### config.mk
export PLATFORM = sky130hd
export DESIGN_NAME = sbc_divider
export DESIGN_NICKNAME = d
export VERILOG_FILES = /design/src/rtl/assert_macros.svh /design/src/rtl/sbc_pkg.sv /design/src/rtl/sbc_divider.sv
export SDC_FILE = /design/constraint.sdc
export NUM_CORES = 2
export LEC_CHECK = 0
export BUFFER_PORTS_ARGS = -buffer_cell sky130_fd_sc_hd__buf_2
export CAP_MARGIN = 20
export CORE_ASPECT_RATIO = 1.2
export CORE_MARGIN = 1.5
export CORE_UTILIZATION = 55
export DETAILED_ROUTE_END_ITERATION = 12
export PLACE_DENSITY = 0.71
export SKIP_CTS_REPAIR_TIMING = 1
export SYNTH_ARGS = -nofsm -noshare
export SYNTH_HDL_FRONTEND = slang
export SYNTH_SLANG_ARGS = --single-unit
### constraint.sdc
create_clock -name clock -period 5.28 [get_ports clock]
set_input_delay 0.528 -clock clock [delete_from_list [all_inputs] [get_ports clock]]
set_output_delay 0.528 -clock clock [all_outputs]
set_load 0.02 [all_outputs]
### src/rtl/assert_macros.svh
// ---------------------------------------------------------------------------
// Assertion macros for the swept box collision core
// ---------------------------------------------------------------------------
`ifndef ASSERT_MACROS_SVH
`define ASSERT_MACROS_SVH
`ifndef ASSERT_OFF
`define ASSERT_IMPLIES(label, clk, rst, pre, post) \
   label: assert property (@(posedge clk) disable iff (rst) (pre) |-> (post)) \
      else $error("assertion failed");
`define ASSERT_NEXT(label, clk, rst, pre, post) \
   label: assert property (@(posedge clk) disable iff (rst) (pre) |=> (post)) \
      else $error("assertion failed");
`else
`define ASSERT_IMPLIES(label, clk, rst, pre, post)
`define ASSERT_NEXT(label, clk, rst, pre, post)
`endif
`endif

### src/rtl/sbc_pkg.sv
// ---------------------------------------------------------------------------
// sbc_pkg: shared types and constants
// Widths of coordinates, times and the per-item work word between stages.
// ---------------------------------------------------------------------------
package sbc_pkg;
   localparam int COORD_W = 24;
   localparam int TIME_FRAC_BITS = 16;
   localparam int HIT_TIME_W = 17;
   localparam int DIST_W = 26;   // edge differences
   localparam int DEL_W = 25;    // |delta|
   localparam int DIV_STEPS = TIME_FRAC_BITS + 1; // quotient bits needed
   localparam int QUO_W = DIV_STEPS;

   typedef logic signed [COORD_W-1:0] coord_type;
   typedef logic signed [DIST_W-1:0] dist_type;
   typedef logic [DEL_W-1:0] del_type;

   // result of the compare stages, travels beside the divider
   typedef struct packed {
      logic hit;
      logic use_x;
      logic neg_dir;
   } verdict_type;
endpackage

### src/rtl/sbc_divider.sv
// ---------------------------------------------------------------------------
// sbc_divider: pipelined restoring divider
// One quotient bit per stage; computes (num << TIME_FRAC_BITS) / den where
// num <= den, so the quotient fits HIT_TIME_W bits. Verdict rides along.
// ---------------------------------------------------------------------------
module sbc_divider (
   input  logic clock,
   input  logic reset,
   input  logic advance,
   input  logic in_valid,
   input  sbc_pkg::verdict_type in_verdict,
   input  sbc_pkg::dist_type num,
   input  sbc_pkg::del_type den,
   output logic out_valid,
   output sbc_pkg::verdict_type out_verdict,
   output logic [sbc_pkg::QUO_W-1:0] quotient
);
   import sbc_pkg::*;

   localparam int REM_W = DEL_W + 1;

   logic [DIV_STEPS:0] valid_ff;
   verdict_type verdict_ff [DIV_STEPS+1];
   logic [REM_W-1:0] rem_ff [DIV_STEPS+1];
   del_type den_ff [DIV_STEPS+1];
   logic [QUO_W-1:0] quo_ff [DIV_STEPS+1];

   always_ff @(posedge clock) begin
      if (reset) begin
         valid_ff[0] <= 1'b0;
      end else if (advance) begin
         valid_ff[0] <= in_valid;
      end
      if (advance) begin
         verdict_ff[0] <= in_verdict;
         // a hit guarantees 0 <= num <= den; clamp otherwise (unused)
         rem_ff[0] <= in_verdict.hit ? REM_W'(unsigned'(num)) : '0;
         den_ff[0] <= den;
         quo_ff[0] <= '0;
      end
   end

   for (genvar s = 0; s < DIV_STEPS; s++) begin : g_step
      logic [REM_W:0] trial;
      logic [REM_W:0] shifted;
      always_comb begin
         shifted = (s == 0) ? {1'b0, rem_ff[s]} : {rem_ff[s], 1'b0};
         trial = shifted - {2'b00, den_ff[s]};
      end
      always_ff @(posedge clock) begin
         if (reset) begin
            valid_ff[s+1] <= 1'b0;
         end else if (advance) begin
            valid_ff[s+1] <= valid_ff[s];
         end
         if (advance) begin
            verdict_ff[s+1] <= verdict_ff[s];
            den_ff[s+1] <= den_ff[s];
            if (!trial[REM_W]) begin
               rem_ff[s+1] <= trial[REM_W-1:0];
               quo_ff[s+1] <= {quo_ff[s][QUO_W-2:0], 1'b1};
            end else begin
               rem_ff[s+1] <= shifted[REM_W-1:0];
               quo_ff[s+1] <= {quo_ff[s][QUO_W-2:0], 1'b0};
            end
         end
      end
   end

   assign out_valid = valid_ff[DIV_STEPS];
   assign out_verdict = verdict_ff[DIV_STEPS];
   assign quotient = quo_ff[DIV_STEPS];
endmodule
* Word level (Yosys, flattened, before mapping)
Memory sizes are Yosys's and may differ from the RTL's. Index checks and enable logic that the tools add are counted. Widths: inputs -> output; s select.
Word-level totals: register bits 18, bits in latches 0, RAM bits 1278, memory bits (read-only) 0, input port bits 58, output and inout port bits 21, logic and storage cells 212, memories 4
Memory list:
- rem_ff | words 18, bits a word 26, read ports 17, clocked after Yosys merged registers in 0, wr ports 18, RTL line sbc_divider.sv:24 | logic [REM_W-1:0] rem_ff [DIV_STEPS+1];
- den_ff | words 18, bits a word 25, read ports 17, clocked after Yosys merged registers in 0, wr ports 18, RTL line sbc_divider.sv:25 | del_type den_ff [DIV_STEPS+1];
- quo_ff | words 18, bits a word 17, read ports 18, clocked after Yosys merged registers in 0, wr ports 18, RTL line sbc_divider.sv:26 | logic [QUO_W-1:0] quo_ff [DIV_STEPS+1];
- verdict_ff | words 18, bits a word 3, read ports 18, clocked after Yosys merged registers in 0, wr ports 18, RTL line sbc_divider.sv:23 | verdict_type verdict_ff [DIV_STEPS+1];
Cells by class: $add $sub $neg 17, multiply operators 0, divide/modulo/power cells 0, order comparisons 0, equality and inequality tests 0, shifts and indexed selects 0, multiplexer cells 139, bitwise logic cells 34, reduce and logical (&&, ||, !) cells 0
Operator list (number):
- $mux 26 | 18
- $sub 27x25->27 | 16
- $mux 17 | 17
- $mux 1 | 104
- $or 1x1->1 | 34
- $sub 26x25->27 | 1

* Logic depth before layout (Yosys ltp)
An unclocked memory read counts as a cell.
word-level depth 6, depth in mapped cells 15

* Worst setup path before layout
No wires, ideal clock.
kind reg2reg, from mem den_ff[11][0] in the netlist's numbering, to mem rem_ff[6][10] in the netlist's numbering (data pin), setup time 260 ps, arrival time 3239 ps, data required time 5020 ps, setup slack 1781 ps, stages on the path, launching flop included 13, path buffers 1, period minus slack after synthesis 3499 ps, cell sequence edfxtp_1 fa_1 nand2b_1 a21oi_1 o21a_1 o41ai_2 a211o_1 o22ai_1 a21oi_1 o21bai_1 mux2i_2 buf_4 mux2_2
RTL lines (RTL line):
- start: declaration | sbc_divider.sv:25
- end: declaration | sbc_divider.sv:24

==> impl.org <==
** Die
- From left edge to right edge, the die measures 303 um.
- Core Box Area :: 0.108 sq mm
- Floorplan die height :: 363 um
- In this run the core area contains 132 standard-cell rows.
- Once the floorplan was initialized, standard cells occupied 55.3% of the core.
- Top-level I/O count :: 79
- Floorplan die area :: 0.110 sq mm

** Route
- The first TritonRoute pass finished after 5 iterations.
- Number of design-rule violations left by the first detailed-router iteration :: 1556
- The final route contains 37000 vias.
- Detailed-route wire length :: 104 mm
- Post-detailed-route wirelength per cell :: 15.7 um
- DRC violations left :: 0
- Dividing the detail-routed via count by the number of cells gives 5.59.
- Post-route ant nets :: 0

** Global routing
- Overflow left after global routing :: 0
- Global-route total usage across every layer :: 19.0%
- The initial antenna violation count was 0.
- Entering global routing, the biggest net connects 142 pins.
- The via count of the first global-routing pass was 38500.
- The first global-routing pass estimated 172 mm of wire.

** Timing
- Final cycle utilization of the critical path :: 81.5%
- At the pin with the least slew margin, the transition time is 0.903 ns.
- Headroom to the max-slew limit came out at 38.2%.
- Hold Vio Cnt, Final :: 0
- In the final timing run, aggregate negative setup slack is 0 ns.
- Worst-case clock skew :: 0.0161 ns
- For the finished layout, the period the worst path requires is 4.30 ns.
- Setup violations remaining at the end of the flow were counted as 0.
- Unrepaired setup endpoints after global routing :: no
- The number of pins exceeding their max-slew limit in the final report came to 0.
- Post-layout worst setup margin :: 0.976 ns
- Max Fclk :: 232 MHz

** Clocking
- Source-to-sink clock delay at the later pin of the worst-skew pair :: 0.71 ns
- CTS root buffer :: clkbuf_16
- CTS H-tree depth :: 3
- After clock tree synthesis, the clock-pin slew on the worst setup and hold paths is 0.06 ns.
- The clock passes through at most 3 buffers.
- The number of clock buffers added by TritonCTS is 109.
- Clock tree synthesis found a total of 1092 sinks.
- Clock tree from TritonCTS :: yes

** Finish
- Commonest cells after routing, fill and taps aside :: edfxtp_1, inv_1, ha_1
- Area growth syn-to-layout :: 9.49%
- Number of diodes :: 0
- Nets :: 5619
- Ratio of cells with drive above 1 in the final layout :: 10.5%
- With fillers left out, the area of the finished cells amounts to 0.0652 sq mm.
- Final core occ :: 60.5%
- Most frequent standard cell in the layout excluding fill and tap cells :: edfxtp_1

** Placement
- Detailed placement ended at an HPWL of 76.6 mm.
- Final GP Congestion :: 0.914
- Post-place setup slack :: 0.972 ns
- In this run the tool buffered the top-level ports with 78 buffer cells.
- Once placement finished, the instance area stood at 0.0616 sq mm.

** Pwr
- Static leakage power :: 26.8 nW
- Ratio of total power to cell area :: 577 mW/mm^2
- Peak supply drop :: 0.467 mV

** Worst setup path
- Series of cell instances along the critical path :: ha_1, a211oi_1, a311oi_1, nor2_1, o21ai_1, a21o_1, a2111oi_0, mux2i_4, buf_4, a2111oi_0, a21o_1
- Crit path kind :: flop to flop
- STA classifies the critical path endpoint as a flop.
- Data on the critical path is required at its endpoint by 5.74 ns.
- Critical Path AT :: 4.77 ns
- Worst-path maximum fanout :: 51
- For this run, the slowest stage of the critical path takes 0.85 ns.
- For this design, the slowest cell found on the critical path is a2111oi_0.
- Startpoint types :: flop

** Logic synthesis
- Synthesized netlist net count :: 5475
- Post-Syn Instances :: 4992
- Summing the sequential cell areas from Yosys gives 54.7% of the chip area.
- Average footprint of a synthesized cell :: 11.9 sq um
- For this run, the leading register cell type out of synthesis is edfxtp_1.
- edfxtp_1 takes more of the synthesized area than any other cell.
- Number of flops mapped to enable cells by yosys :: 1072
- After synthesis the netlist holds a flip-flop and latch count of 1092.
- Ranked by total cell area, the synthesized netlist is headed by edfxtp_1, ha_1, mux2_2, inv_1, xnor2_1.
- Fraction of synthesized cell area taken by the top area cell type :: 54.1%
- The mapped netlist covers 0.0595 sq mm.
- Number of distinct library cells after synthesis :: 96
- For this run, the number of Yosys warnings is 0.
- Of all flip-flops after synthesis, the portion carrying an async set or reset was 0%.

** Run status
- Outcome :: finished, final reports clean

** Min path
- Class of the most critical hold timing path :: primary input to flop

** Run
- Across the run, the number of max-cap violations was 0.
-- synthesized netlist by cell type (33+ instances only) --
library cell,number
clkbuf_1,77
nand3_1,55
and3_1,33
nor3_1,55
o21ai_0,235
nand2_1,279
edfxtp_1,1072
nand4_1,34
nand2b_1,68
a21o_1,191
nor2b_1,79
xnor2_1,212
inv_1,532
ha_1,409
mux2i_1,62
o21bai_1,47
and2_1,71
o21a_1,76
mux2_2,182
nor2_1,265
xor2_1,127
a21oi_1,344
-- kinds of logic after synthesis --
| family | count (synthesis) | synth area share, % |
|---|---|---|
| AO/OA/AOI/OAI | 1188 | 13.2 |
| multiplexers | 281 | 5.40 |
| flip-flops | 1092 | 54.7 |
| buffers and inverters | 648 | 4.28 |
| AND/OR/NAND/NOR | 1019 | 8.31 |
| adder cells (fa/ha/maj) | 425 | 9.13 |
| XOR/XNOR | 339 | 4.99 |
-- registers in the layout, indices dropped and copies added, names as in the netlist --
register	flops
den_ff	425
verdict_ff	54
quo_ff	153
rem_ff	442
valid_ff	17
out_valid	1
-- worst paths after layout --
kind | from | endpoint | slack [ns] | cells past startpoint
hold reg to reg | quo_ff[9][3]$_DFFE_PP_ | quo_ff[10][4]$_DFFE_PP_ | 0.41 | 0
setup reg to reg | rem_ff[0][29]$_DFFE_PP_ | rem_ff[1][24]$_DFFE_PP_ | 0.98 | 11
setup / recovery | rem_ff[0][29]$_DFFE_PP_ | rem_ff[1][24]$_DFFE_PP_ | 0.98 | 11
hold / removal | in_valid | valid_ff[0]$_SDFFE_PP0P_ | 0.09 | 3
-- critical path, delay by kind of cell (launching register included) --
kind	cells	cell delay [ns]
compound gates	7	2.27
fa+ha+maj	1	0.36
buf+inv	1	0.42
flops	1	0.41
mux	1	0.34
simple gates	1	0.28
-- metrics by stage --
stage / hold WS [ns] / power, mW / instances
3_5_place_dp: 0.405 / 30.3 / 6405
4_1_cts: -0.0787 / 37.8 / 6600
6_report: 0.0873 / 37.6 / 6627
3_3_place_gp: 0.400 / 29.8 / 6405
2_1_floorplan: 0.400 / 26.8 / 4992
5_1_grt: 0.0468 / 40.2 / 6627
-- routing by layer --
layer  share of wire [%]  vias up  track usage (%)
met3                 2.9      318             2.89
li1                    -    18500                -
met5                   0        -                0
met2                  59      620             40.1
met4                 4.7        0             9.88
met1                  34    17600             16.4
-- layout make-up --
type | instances | area (sq um)
Sequential cell | 1092 | 32600
Timing Repair Buffer | 146 | 1030
Clock inverter | 56 | 424
Clock buffer | 139 | 2940
Multi-Input combinational cell | 3252 | 24400
Fill cell | 8365 | 42500
Tap cell | 1407 | 1760
Inverter | 535 | 2010
-- power by group --
| group | internal [mW] | total [mW] | switching (mW) |
|---|---|---|---|
| combinational | 7.94 | 16.7 | 8.74 |
| sequential | 12.5 | 13.6 | 1.05 |
| clock | 4.12 | 7.36 | 3.24 |
| total | 24.6 | 37.6 | 13.0 |
(Power assumes the default switching activity.)
